## config.mk

```make
export PLATFORM = sky130hd
export DESIGN_NAME = n_queens_solution_enumerator
export DESIGN_NICKNAME = d
export VERILOG_FILES = /design/src/rtl/nq_pkg.sv /design/src/rtl/nq_ctrl.sv /design/src/rtl/nq_dp.sv /design/src/rtl/n_queens_solution_enumerator.sv
export SDC_FILE = /design/constraint.sdc
export NUM_CORES = 1
export LEC_CHECK = 0
export BUFFER_PORTS_ARGS = -buffer_cell sky130_fd_sc_hd__buf_4
export CAP_MARGIN = 20
export CORE_MARGIN = 2
export CORE_UTILIZATION = 62
export DETAILED_ROUTE_END_ITERATION = 16
export MAX_ROUTING_LAYER = met4
export PLACE_DENSITY = 0.91
export SYNTH_ARGS = -nofsm -noshare
export SYNTH_HDL_FRONTEND = slang
export SYNTH_SLANG_ARGS = --single-unit
```

## constraint.sdc

```tcl
create_clock -name clk -period 11.5 [get_ports clk]
set_clock_uncertainty 0.2 [all_clocks]
set_input_delay 1.15 -clock clk [delete_from_list [all_inputs] [get_ports clk]]
set_output_delay 1.15 -clock clk [all_outputs]
set_load 0.005 [all_outputs]
```

## src/rtl/nq_pkg.sv

```systemverilog
// Shared constants and controller/datapath interface types for the N-queens enumerator.
// No dependencies.
package nq_pkg;

  localparam int MAX_N   = 16;
  localparam int ROW_W   = $clog2(MAX_N);
  localparam int CNT_W   = $clog2(MAX_N + 1);
  localparam int DIAG_N  = 2 * MAX_N - 1;
  localparam int DIAG_IW = $clog2(DIAG_N);
  localparam int CFG_W   = 5;
  localparam int ROWO_W  = 5;
  localparam int OUT_DW  = ((ROW_W + ROWO_W + 7) / 8) * 8;
  localparam logic [CFG_W-1:0] SIZE_RESET = CFG_W'(8);

  typedef struct packed {
    logic clear;
    logic cfg_wr;
    logic prep;
    logic step;
    logic emit;
    logic exh;
  } nq_cmd_t;

  typedef struct packed {
    logic done;
    logic found;
    logic first_col;
    logic last_col;
    logic emit_last;
    logic out_free;
  } nq_sts_t;

endpackage

```

## src/rtl/nq_ctrl.sv

```systemverilog
// Sequencing state machine: configuration and request intake, search stepping, result emission.
// Depends on nq_pkg.
module nq_ctrl import nq_pkg::*; (
  input  logic    clk,
  input  logic    rst_n,
  input  logic    in_tvalid,
  output logic    in_tready,
  input  logic    restart,
  input  logic    cfg_valid,
  output logic    cfg_ready,
  input  nq_sts_t sts,
  output nq_cmd_t cmd
);

  localparam logic [2:0] ST_IDLE   = 3'd0;
  localparam logic [2:0] ST_PREP   = 3'd1;
  localparam logic [2:0] ST_SEARCH = 3'd2;
  localparam logic [2:0] ST_EMIT   = 3'd3;
  localparam logic [2:0] ST_EXH    = 3'd4;

  logic [2:0] state_r, state_nxt;

  assign in_tready = (state_r == ST_IDLE);
  assign cfg_ready = (state_r == ST_IDLE);

  always_comb begin
    state_nxt = state_r;
    cmd       = '0;
    unique case (state_r)
      ST_IDLE: begin
        if (cfg_valid) begin
          cmd.clear  = 1'b1;
          cmd.cfg_wr = 1'b1;
        end
        if (in_tvalid) begin
          if (restart) cmd.clear = 1'b1;
          state_nxt = ST_PREP;
        end
      end
      ST_PREP: begin
        if (sts.done) begin
          state_nxt = ST_EXH;
        end else begin
          cmd.prep  = 1'b1;
          state_nxt = ST_SEARCH;
        end
      end
      ST_SEARCH: begin
        cmd.step = 1'b1;
        if (sts.found && sts.last_col) state_nxt = ST_EMIT;
        else if (!sts.found && sts.first_col) state_nxt = ST_EXH;
      end
      ST_EMIT: begin
        if (sts.out_free) begin
          cmd.emit = 1'b1;
          if (sts.emit_last) state_nxt = ST_IDLE;
        end
      end
      ST_EXH: begin
        if (sts.out_free) begin
          cmd.exh   = 1'b1;
          state_nxt = ST_IDLE;
        end
      end
      default: state_nxt = ST_IDLE;
    endcase
  end

  always_ff @(posedge clk) begin
    if (!rst_n) begin
      state_r <= ST_IDLE;
    end else begin
      state_r <= state_nxt;
    end
  end

  a_emit_not_done: assert property (@(posedge clk) disable iff (!rst_n)
    (state_r == ST_EMIT) |-> !sts.done) else $error("emitting after exhaustion");
  a_one_cmd: assert property (@(posedge clk) disable iff (!rst_n)
    $onehot0({cmd.prep, cmd.step, cmd.emit, cmd.exh})) else $error("conflicting commands");

endmodule

```

## src/rtl/nq_dp.sv

```systemverilog
// Search datapath: occupancy marks, placed rows, column counter, free-row finder,
// and the output register. Depends on nq_pkg.
module nq_dp import nq_pkg::*; (
  input  logic                clk,
  input  logic                rst_n,
  input  nq_cmd_t             cmd,
  input  logic [CFG_W-1:0]    cfg_data,
  output nq_sts_t             sts,
  output logic                out_tvalid,
  input  logic                out_tready,
  output logic [OUT_DW-1:0]   out_tdata,
  output logic                out_tlast,
  output logic                out_tuser
);

  logic [CFG_W-1:0]  size_r;
  logic [MAX_N-1:0]  row_taken_r, row_taken_nxt;
  logic [DIAG_N-1:0] sum_taken_r, sum_taken_nxt;
  logic [DIAG_N-1:0] diff_taken_r, diff_taken_nxt;
  logic [ROW_W-1:0]  placed_r [MAX_N];
  logic [CNT_W-1:0]  col_r, col_nxt;
  logic [CNT_W-1:0]  start_r, start_nxt;
  logic              done_r;
  logic [ROW_W-1:0]  emit_k_r;
  logic              out_valid_r;
  logic [ROW_W-1:0]  out_col_r;
  logic [ROWO_W-1:0] out_row_r;
  logic              out_last_r;
  logic              out_exh_r;

  logic [CNT_W-1:0]  n_eff;
  logic [ROW_W-1:0]  rd_addr;
  logic [ROW_W-1:0]  rd_row;
  logic [MAX_N-1:0]  sum_win, diff_win, range_m, free_m, low_m;
  logic [ROW_W-1:0]  r_sel;
  logic              found;
  logic              mark_en, mark_set;
  logic [ROW_W-1:0]  mark_r;
  logic [CNT_W-1:0]  mark_c;
  logic [DIAG_IW-1:0] sum_idx, diff_idx;
  logic [DIAG_N-1:0] sum_oh, diff_oh;
  logic [MAX_N-1:0]  row_oh;
  logic [CNT_W-1:0]  col_m1;
  logic              out_free;

  always_comb begin
    if (size_r == '0) n_eff = CNT_W'(1);
    else if (CNT_W'(size_r) > CNT_W'(MAX_N)) n_eff = CNT_W'(MAX_N);
    else n_eff = CNT_W'(size_r);
  end

  assign col_m1 = col_r - CNT_W'(1);

  always_comb begin
    priority if (cmd.prep) rd_addr = ROW_W'(n_eff - CNT_W'(1));
    else if (cmd.step) rd_addr = col_m1[ROW_W-1:0];
    else rd_addr = emit_k_r;
  end
  assign rd_row = placed_r[rd_addr];

  assign sum_win  = MAX_N'(sum_taken_r >> col_r);
  assign diff_win = MAX_N'(diff_taken_r >> (CNT_W'(MAX_N - 1) - col_r));

  always_comb begin
    for (int i = 0; i < MAX_N; i++) begin
      range_m[i] = (CNT_W'(i) >= start_r) && (CNT_W'(i) < n_eff);
    end
  end

  assign free_m = ~(row_taken_r | sum_win | diff_win) & range_m;
  assign low_m  = free_m & (~free_m + MAX_N'(1));
  assign found  = |free_m;

  always_comb begin
    r_sel = '0;
    for (int i = 0; i < MAX_N; i++) begin
      if (low_m[i]) r_sel = r_sel | ROW_W'(i);
    end
  end

  always_comb begin
    mark_en  = 1'b0;
    mark_set = 1'b0;
    mark_r   = rd_row;
    mark_c   = col_m1;
    start_nxt = start_r;
    col_nxt   = col_r;
    if (cmd.prep) begin
      if (col_r >= n_eff) begin
        mark_en   = 1'b1;
        mark_c    = n_eff - CNT_W'(1);
        col_nxt   = n_eff - CNT_W'(1);
        start_nxt = CNT_W'(rd_row) + CNT_W'(1);
      end else begin
        start_nxt = '0;
      end
    end else if (cmd.step) begin
      if (found) begin
        mark_en   = 1'b1;
        mark_set  = 1'b1;
        mark_r    = r_sel;
        mark_c    = col_r;
        col_nxt   = col_r + CNT_W'(1);
        start_nxt = '0;
      end else if (col_r != '0) begin
        mark_en   = 1'b1;
        col_nxt   = col_m1;
        start_nxt = CNT_W'(rd_row) + CNT_W'(1);
      end
    end
  end

  assign sum_idx  = DIAG_IW'(mark_r) + DIAG_IW'(mark_c);
  assign diff_idx = DIAG_IW'(mark_r) + DIAG_IW'(MAX_N - 1) - DIAG_IW'(mark_c);
  assign row_oh   = MAX_N'(1) << mark_r;
  assign sum_oh   = DIAG_N'(1) << sum_idx;
  assign diff_oh  = DIAG_N'(1) << diff_idx;

  always_comb begin
    row_taken_nxt  = row_taken_r;
    sum_taken_nxt  = sum_taken_r;
    diff_taken_nxt = diff_taken_r;
    if (mark_en) begin
      if (mark_set) begin
        row_taken_nxt  = row_taken_r | row_oh;
        sum_taken_nxt  = sum_taken_r | sum_oh;
        diff_taken_nxt = diff_taken_r | diff_oh;
      end else begin
        row_taken_nxt  = row_taken_r & ~row_oh;
        sum_taken_nxt  = sum_taken_r & ~sum_oh;
        diff_taken_nxt = diff_taken_r & ~diff_oh;
      end
    end
  end

  assign out_free = !out_valid_r || out_tready;

  always_ff @(posedge clk) begin
    if (!rst_n) begin
      size_r       <= SIZE_RESET;
      row_taken_r  <= '0;
      sum_taken_r  <= '0;
      diff_taken_r <= '0;
      col_r        <= '0;
      start_r      <= '0;
      done_r       <= 1'b0;
      emit_k_r     <= '0;
      out_valid_r  <= 1'b0;
    end else begin
      if (cmd.cfg_wr) size_r <= cfg_data;
      if (cmd.clear) begin
        row_taken_r  <= '0;
        sum_taken_r  <= '0;
        diff_taken_r <= '0;
        col_r        <= '0;
        done_r       <= 1'b0;
      end else begin
        row_taken_r  <= row_taken_nxt;
        sum_taken_r  <= sum_taken_nxt;
        diff_taken_r <= diff_taken_nxt;
        col_r        <= col_nxt;
        if (cmd.step && !found && col_r == '0) done_r <= 1'b1;
      end
      start_r <= start_nxt;
      if (cmd.prep) emit_k_r <= '0;
      else if (cmd.emit) emit_k_r <= emit_k_r + ROW_W'(1);
      if (cmd.emit || cmd.exh) out_valid_r <= 1'b1;
      else if (out_tready) out_valid_r <= 1'b0;
    end
  end

  always_ff @(posedge clk) begin
    if (cmd.step && found) placed_r[col_r[ROW_W-1:0]] <= r_sel;
    if (cmd.emit) begin
      out_col_r  <= emit_k_r;
      out_row_r  <= ROWO_W'(rd_row) + ROWO_W'(1);
      out_last_r <= (CNT_W'(emit_k_r) == n_eff - CNT_W'(1));
      out_exh_r  <= 1'b0;
    end else if (cmd.exh) begin
      out_col_r  <= '0;
      out_row_r  <= '0;
      out_last_r <= 1'b1;
      out_exh_r  <= 1'b1;
    end
  end

  assign sts.done      = done_r;
  assign sts.found     = found;
  assign sts.first_col = (col_r == '0);
  assign sts.last_col  = (col_r + CNT_W'(1) == n_eff);
  assign sts.emit_last = (CNT_W'(emit_k_r) == n_eff - CNT_W'(1));
  assign sts.out_free  = out_free;

  assign out_tvalid = out_valid_r;
  assign out_tdata  = OUT_DW'({out_row_r, out_col_r});
  assign out_tlast  = out_last_r;
  assign out_tuser  = out_exh_r;

  a_row_count: assert property (@(posedge clk) disable iff (!rst_n)
    $countones(row_taken_r) == 32'(col_r)) else $error("row marks out of step with column");
  a_sum_count: assert property (@(posedge clk) disable iff (!rst_n)
    $countones(sum_taken_r) == 32'(col_r)) else $error("sum diagonal marks out of step");
  a_diff_count: assert property (@(posedge clk) disable iff (!rst_n)
    $countones(diff_taken_r) == 32'(col_r)) else $error("diff diagonal marks out of step");
  a_exh_last: assert property (@(posedge clk) disable iff (!rst_n)
    out_tvalid && out_tuser |-> out_tlast) else $error("exhausted result not marked last");

endmodule

```

## src/rtl/n_queens_solution_enumerator.sv

```systemverilog
// Top level of the N-queens enumerator: joins controller and datapath.
// Depends on nq_pkg, nq_ctrl, nq_dp.
//
//  channel | dir | handshake             | payload
//  in      | in  | in_tvalid/in_tready   | in_tdata[0] restart
//  out     | out | out_tvalid/out_tready | out_tdata column[3:0] queen_row[8:4]; tlast; tuser exhausted
//  cfg     | in  | cfg_valid/cfg_ready   | cfg_data board_size
//
// Setup runs through the PREP state; the search then takes one step per cycle (each step places a
// queen in one column or backs up one column); results leave one per cycle while out_tready is high.
// The number of search steps depends on board size and solution position.
// Reset (rst_n low, synchronous) restores board size 8 and an empty board.
// Output stalls hold emission; a new request is taken while the last result still waits.
module n_queens_solution_enumerator import nq_pkg::*; (
  input  logic                clk,
  input  logic                rst_n,
  input  logic                in_tvalid,
  output logic                in_tready,
  input  logic [7:0]          in_tdata,   // [0] restart
  output logic                out_tvalid,
  input  logic                out_tready,
  output logic [OUT_DW-1:0]   out_tdata,  // [3:0] column, [8:4] queen_row
  output logic                out_tlast,  // last
  output logic                out_tuser,  // [0] exhausted
  input  logic                cfg_valid,
  output logic                cfg_ready,
  input  logic [CFG_W-1:0]    cfg_data
);

  nq_cmd_t cmd;
  nq_sts_t sts;

  nq_ctrl u_ctrl (
    .clk       (clk),
    .rst_n     (rst_n),
    .in_tvalid (in_tvalid),
    .in_tready (in_tready),
    .restart   (in_tdata[0]),
    .cfg_valid (cfg_valid),
    .cfg_ready (cfg_ready),
    .sts       (sts),
    .cmd       (cmd)
  );

  nq_dp u_dp (
    .clk        (clk),
    .rst_n      (rst_n),
    .cmd        (cmd),
    .cfg_data   (cfg_data),
    .sts        (sts),
    .out_tvalid (out_tvalid),
    .out_tready (out_tready),
    .out_tdata  (out_tdata),
    .out_tlast  (out_tlast),
    .out_tuser  (out_tuser)
  );

endmodule

```

==> results of run 1 <==
[path summary, 6_finish.rpt]
path         slack (ns)  cells after the start   endpoint
min reg2reg        0.28                      2  flip-flop
min                0.28                      2  flip-flop
max                3.85                     18  flip-flop
max reg2reg        3.85                     18  flip-flop
[metal layers]
layer  GRT usage [%]  part of all wire [%]  vias up
met4            23.0                   7.0        0
li1                -                     -     5530
met3            10.1                    12      309
met1            52.1                    37     6169
met5               -                     0        -
met2            63.1                    44     1144
[through the flow]
stage	instances	setup WS [ns]
2_1_floorplan	1472	5.91
3_3_place_gp	1674	4.30
3_5_place_dp	1674	4.21
4_1_cts	1706	4.11
5_1_grt	1711	3.39
6_report	1711	3.85
[worst max-delay path, cell delays in order (launching register included)]
cell       delay [ns]
dfxtp_4          0.67
buf_4            0.68
mux4_2           0.67
o21ai_0          0.20
o2111ai_1        0.20
o2bb2ai_1        0.35
nand3b_1         0.22
and2b_2          0.29
a31oi_2          0.32
buf_4            0.31
o21ai_0          0.20
nor2b_1          0.21
a221oi_1         0.68
fa_1             0.40
xor2_1           0.76
nand2_1          0.25
or4_1            0.54
mux2i_1          0.21
mux2i_1          0.19
[area by class of cell]
cell class / count / area (µm²) / share of cell area (%)
multi-input combinational: 1143 / 9100 / 61.2
sequential: 177 / 4290 / 28.9
clock buffer: 17 / 425 / 2.86
timing repair buffer: 47 / 378 / 2.54
tap: 285 / 357 / 2.40
clock inverter: 15 / 220 / 1.48
inverter: 26 / 100 / 0.673
antenna: 1 / 2.50 / 0.0168
[where the power goes]
| part | switching (W) | internal (W) | leakage, nW |
|---|---|---|---|
| logic | 0.00206 | 0.000889 | 3.50 |
| clock network | 0.000338 | 0.000309 | 0.310 |
| registers | 0.0000610 | 0.000701 | 1.50 |
[cell families after synthesis]
family                     synth area share [%]
AOI/OAI and AO/OA                          14.6
xor gates and xnor gates                   1.53
adders and majority gates                  2.38
buffers and inverters                      6.41
DFF                                        30.0
muxes                                      25.3
other                                    0.0263
and+or+nand+nor                            19.8
[cell usage after synthesis (all sizes together), types with 9 or more instances]
library cell	n	area share (%)
a21o	10	0.53
o311ai	9	0.66
nor4	35	1.6
and2	10	0.46
mux2i	174	12
mux2	30	2.4
inv	26	0.70
o211ai	16	0.88
and3	34	1.5
ha	24	2.1
nand2b	19	0.83
a31oi	15	0.70
nand2	145	3.8
edfxtp	74	16
o21ai	31	1.1
nor3	51	2.0
nand4	23	1.1
or3	20	0.91
a21oi	46	1.7
xnor2	16	0.98
a21boi	9	0.50
dfxtp	103	14
mux4	67	11
buf	73	4.3
a221oi	10	0.70
a22oi	10	0.53
nor2b	23	1.0
nand3	49	1.8
a211o	9	0.55
or2	9	0.39
clkbuf	53	1.4
nor2	93	2.6
a211oi	11	0.58
xor2	9	0.55
==> run_results.csv, run 1 <==
group,metric,value,unit
die,io_pins,39,
synth,ys_seq_area_share,30.0,%
worst_setup_path,r2r-start,"u_dp.col_r[0]",
synth,synth_enable_flop_cells,74,
global_route,grt_start_max_net_pins,135,
cts,htree_levels,4,
die,die_w,156,µm
worst_setup_path,end_kind,"flip-flop",
sta,hold_viol,0,
worst_setup_path,worstPathMaxFanout,50,
worst_setup_path,critPathLaunchType,"flip-flop",
power_and_ir_drop,p_leak,5.32,nW
sta,worst_slew_pin_slew,1.16,ns
synth,synthArstFlopShare,0,%
flow_run,maxCapViolCount,0,
sta,fmax,0.131,GHz
synth,yosys_most_used_dff,"dfxtp_1",
synth,ys_ff_latch,177,
power_and_ir_drop,p_per_area,293,nW/µm²
cts,hold_buffers,0,
cts,path_clk_slew,0.09,ns
worst_setup_path,worstSetupStartpoint,"u_dp.col_r[0]",
sta,hold_ws,0.281,ns
synth,synthDistinctLibCells,109,
sta,fin_setup_tns,0,ns
power_and_ir_drop,peakVddDrop,0.000368,V
sta,setup_viol,0,
synth,syn-instance-count,1466,
cts,cts_tree,"yes",
global_route,grt_pass1_vias,12413,
drt,dr_total_vias,13152,
sta,fin_crit_sh,66.5,%
sta,rsz0062_at_grt,"no",
final_layout,final_cell_mix,"mux2i_1 (174), nand2_1 (143), dfxtp_1 (100), nor2_1 (92), edfxtp_1 (74)",
power_and_ir_drop,power,0.00435,W
die,core-area,22600,µm²
drt,wire_per_inst,28.5,µm
worst_setup_path,crit_type,"reg2reg",
global_route,grt_pass1_wl,75100,µm
cts,cts_setup_buffers,0,
worst_setup_path,cp.arrival,7.84,ns
cts,clock-sinks,177,
final_layout,layout-drive-gt1-share,15.6,%
cts,root_buffer,"clkbuf_16",
drt,firstDrtPassIters,8,
outcome,status,"completed",
final_layout,fin_util,65.7,%
place,globalplace.congestion,1.08,
place,numPortBuffers,24,
final_layout,area_delta_synth_final,4.23,%
final_layout,final_common_cell,"mux2i_1",
drt,drtAntennaViolNets,0,
drt,viasPerCell,7.69,
cts,clockBufferDepth,2,
worst_setup_path,crit_required,11.69,ns
global_route,antenna_found_initial,1,
die,dieArea,24200,µm²
cts,cts-resized-gates,0,
final_layout,final.fill_count,1722,
synth,syn_area,14300,µm²
global_route,grt.overflow.total,0,
final_layout,fin_nets,1456,
worst_hold_path,min_path_type,"reg2reg",
die,num_rows,55,
die,start_util,63.0,%
drt,drcViolationCount,0,
final_layout,finalInstanceArea,14900,µm²
place,place_hpwl,33100,µm
sta,drv_slew,0,
die,fp.dieH,156,µm
cts,numCtsBuffers,17,
drt,drtIter0Drc,2003,
cts,clock_latency,0.47,ns
synth,syn_area_per_cell,9.73,µm²
sta,period_needed,7.65,ns
synth,yosysWarnings,0,
global_route,grt_util_all_layers,41.9,%
drt,finalWirelength,48700,µm
sta,slew_headroom,22.8,%
place,place_area,14200,µm²
Power figures use the tool's default switching activity.
==> run 2: changes to the inputs <==
==> constraint.sdc (replaced) <==
create_clock -name clk -period 7.5 [get_ports clk]
set_clock_uncertainty 0.2 [all_clocks]
set_input_delay 0.75 -clock clk [delete_from_list [all_inputs] [get_ports clk]]
set_output_delay 0.75 -clock clk [all_outputs]
set_load 0.005 [all_outputs]
==> run 2 against run 1 <==
Against the previous run: power increased by 59%; setup slack got worse by 3.5 ns; sequential power increased by 57%; via count increased by 0.92%; critical path type unchanged; highest routed layer unchanged.
==> run_results.csv, run 2 (synthesis results as in run 1) <==
group,metric,value,unit
drt,wire_per_inst,29.2,µm
worst_setup_path,worstPathMaxFanout,52,
cts,numCtsBuffers,17,
drt,drcViolationCount,0,
cts,root_buffer,"clkbuf_16",
worst_hold_path,min_path_type,"reg2reg",
power_and_ir_drop,power,0.00692,W
worst_setup_path,r2r-start,"u_dp.col_r[1]",
place,numPortBuffers,24,
sta,drv_slew,0,
flow_run,maxCapViolCount,0,
final_layout,fin_nets,1485,
worst_setup_path,cp.arrival,7.32,ns
die,fp.dieH,156,µm
die,core-area,22600,µm²
die,die_w,156,µm
outcome,status,"completed",
worst_setup_path,cpPeakStageDelay,0.89,ns
drt,viasPerCell,7.63,
cts,clock_latency,0.46,ns
drt,dr_total_vias,13273,
cts,hold_buffers,0,
worst_setup_path,worstSetupStartpoint,"u_dp.col_r[1]",
global_route,gr-usage-met1,53.3,%
final_layout,final_common_cell,"mux2i_1",
power_and_ir_drop,p_leak,5.46,nW
power_and_ir_drop,comb_power_share,69.0,%
drt,finalWirelength,50900,µm
final_layout,final_cell_mix,"mux2i_1 (174), nand2_1 (143), dfxtp_1 (100), nor2_1 (92), edfxtp_1 (74)",
cts,clock-sinks,177,
place,place_hpwl,36100,µm
drt,drtIter0Drc,2057,
final_layout,area_delta_synth_final,5.66,%
sta,fin_crit_sh,95.4,%
global_route,grt_use_met3,9.78,%
sta,slew_headroom,20.2,%
worst_setup_path,critical_path.top_delay_family,"simple AND/OR/NAND/NOR gates",
power_and_ir_drop,netSwitchingFraction,55.8,%
worst_setup_path,reg2reg_depth,16,
power_and_ir_drop,switchingPower,0.00386,W
drt,drtAntennaViolNets,0,
place,globalplace.congestion,1.02,
global_route,top_usage_layer,"met2",
power_and_ir_drop,power.internal,0.00306,W
power_and_ir_drop,peakVddDrop,0.000484,V
die,io_pins,39,
sta,setup_viol,0,
worst_setup_path,worst_path_most_repeated_cell,"buf_4",
global_route,grt_pass1_vias,12495,
power_and_ir_drop,p_seq_share,17.3,%
global_route,grt_start_max_net_pins,76,
die,start_util,63.0,%
sta,hold_ws,0.290,ns
cts,htree_levels,4,
cts,path_clk_slew,0.09,ns
worst_setup_path,critPathLaunchType,"flip-flop",
worst_setup_path,end_kind,"flip-flop",
final_layout,final.fill_count,1709,
worst_setup_path,crit_required,7.66,ns
cts,cts_setup_buffers,0,
final_layout,fin_util,66.6,%
die,num_rows,55,
die,dieArea,24200,µm²
final_layout,layout-drive-gt1-share,17.3,%
cts,clockBufferDepth,2,
sta,worst_slew_pin_slew,1.19,ns
power_and_ir_drop,p_per_area,459,nW/µm²
cts,cts-resized-gates,0,
global_route,met2_usage,65.2,%
worst_setup_path,critPathBufInv,3,
global_route,grt_pass1_wl,76900,µm
power_and_ir_drop,clkPwrFrac,13.7,%
worst_setup_path,path_cells,"buf_4 -> mux4_4 -> mux4_2 -> nor4b_2 -> nor3_2 -> and3_1 -> a31oi_2 -> buf_4 -> a221oi_1 -> buf_4 -> fa_1 -> xor2_1 -> nand2_1 -> or4_1 -> mux2i_1 -> mux2i_1",
global_route,grt_util_all_layers,43.3,%
worst_setup_path,path_depth,16,
sta,period_needed,7.16,ns
sta,fmax,0.140,GHz
global_route,antenna_found_initial,1,
sta,fin_setup_tns,0,ns
drt,firstDrtPassIters,6,
sta,hold_viol,0,
global_route,grt.overflow.total,0,
worst_setup_path,crit_type,"reg2reg",
worst_setup_path,cp_slowest_cell,"dfxtp_4",
cts,cts_tree,"yes",
worst_setup_path,reg2reg_setup_slack,0.34,ns
sta,rsz0062_at_grt,"no",
-- run 2: changes by cell type in the layout (fill, tap and decap cells not counted) --
cell,change
buf_4,+28
inv_16,-1
clkinv_4,+2
inv_6,-2
inv_8,+3
clkbuf_8,+1
inv_12,-2
-- run 2: layer usage --
metal / share of wire (%) / vias to the layer above
met2: 44 / 1149
met3: 12 / 304
li1: - / 5568
met1: 36 / 6252
met4: 7.5 / 0
met5: 0 / -
-- run 2: power by group through the flow --
stage / Sequential [W] / Clock (W) / Combinational, W
detailed placement: 0.00121 / 0 / 0.00447
CTS: 0.00119 / 0.000945 / 0.00454
global route: 0.00120 / 0.000980 / 0.00501
global placement: 0.00121 / 0 / 0.00435
floorplan: 0.00112 / 0 / 0.00338
finish: 0.00120 / 0.000948 / 0.00477
-- run 2: worst register-to-register path, cell delays in order, from the launching register on --
cell      delay [ns]
dfxtp_4         0.89
buf_4           0.39
mux4_4          0.67
mux4_2          0.49
nor4b_2         0.53
nor3_2          0.16
and3_1          0.29
a31oi_2         0.38
buf_4           0.32
a221oi_1        0.17
buf_4           0.23
fa_1            0.49
xor2_1          0.54
nand2_1         0.22
or4_1           0.56
mux2i_1         0.26
mux2i_1         0.26
-- run 2: worst min-delay path by stage --
stage | start | endpoint | slack (ns) | cells past startpoint
after floorplan | flip-flop | flip-flop | 0.24 | 2
after global placement | flip-flop | flip-flop | 0.25 | 2
after detailed placement | flip-flop | flip-flop | 0.26 | 2
after CTS | flip-flop | flip-flop | 0.29 | 2
after global routing | flip-flop | flip-flop | 0.31 | 2
final | flip-flop | flip-flop | 0.29 | 2
-- run 2: area by class of cell --
class	count	area [µm²]	area share, %
antenna	1	2.50	0.0166
inverter	26	100	0.664
tap	285	357	2.36
timing repair buffer	76	602	3.99
multi-input combinational	1143	9100	60.3
clock inverter	15	201	1.34
clock buffer	17	425	2.82
sequential	177	4290	28.5
-- run 2: per-stage QoR --
step | cells | setup WS, ns | cell area, µm²
2_1_floorplan | 1472 | 1.91 | 14300
3_3_place_gp | 1704 | 0.933 | 14400
3_5_place_dp | 1704 | 0.804 | 14400
4_1_cts | 1736 | 0.706 | 15000
5_1_grt | 1740 | 0.0421 | 15100
6_report | 1740 | 0.344 | 15100
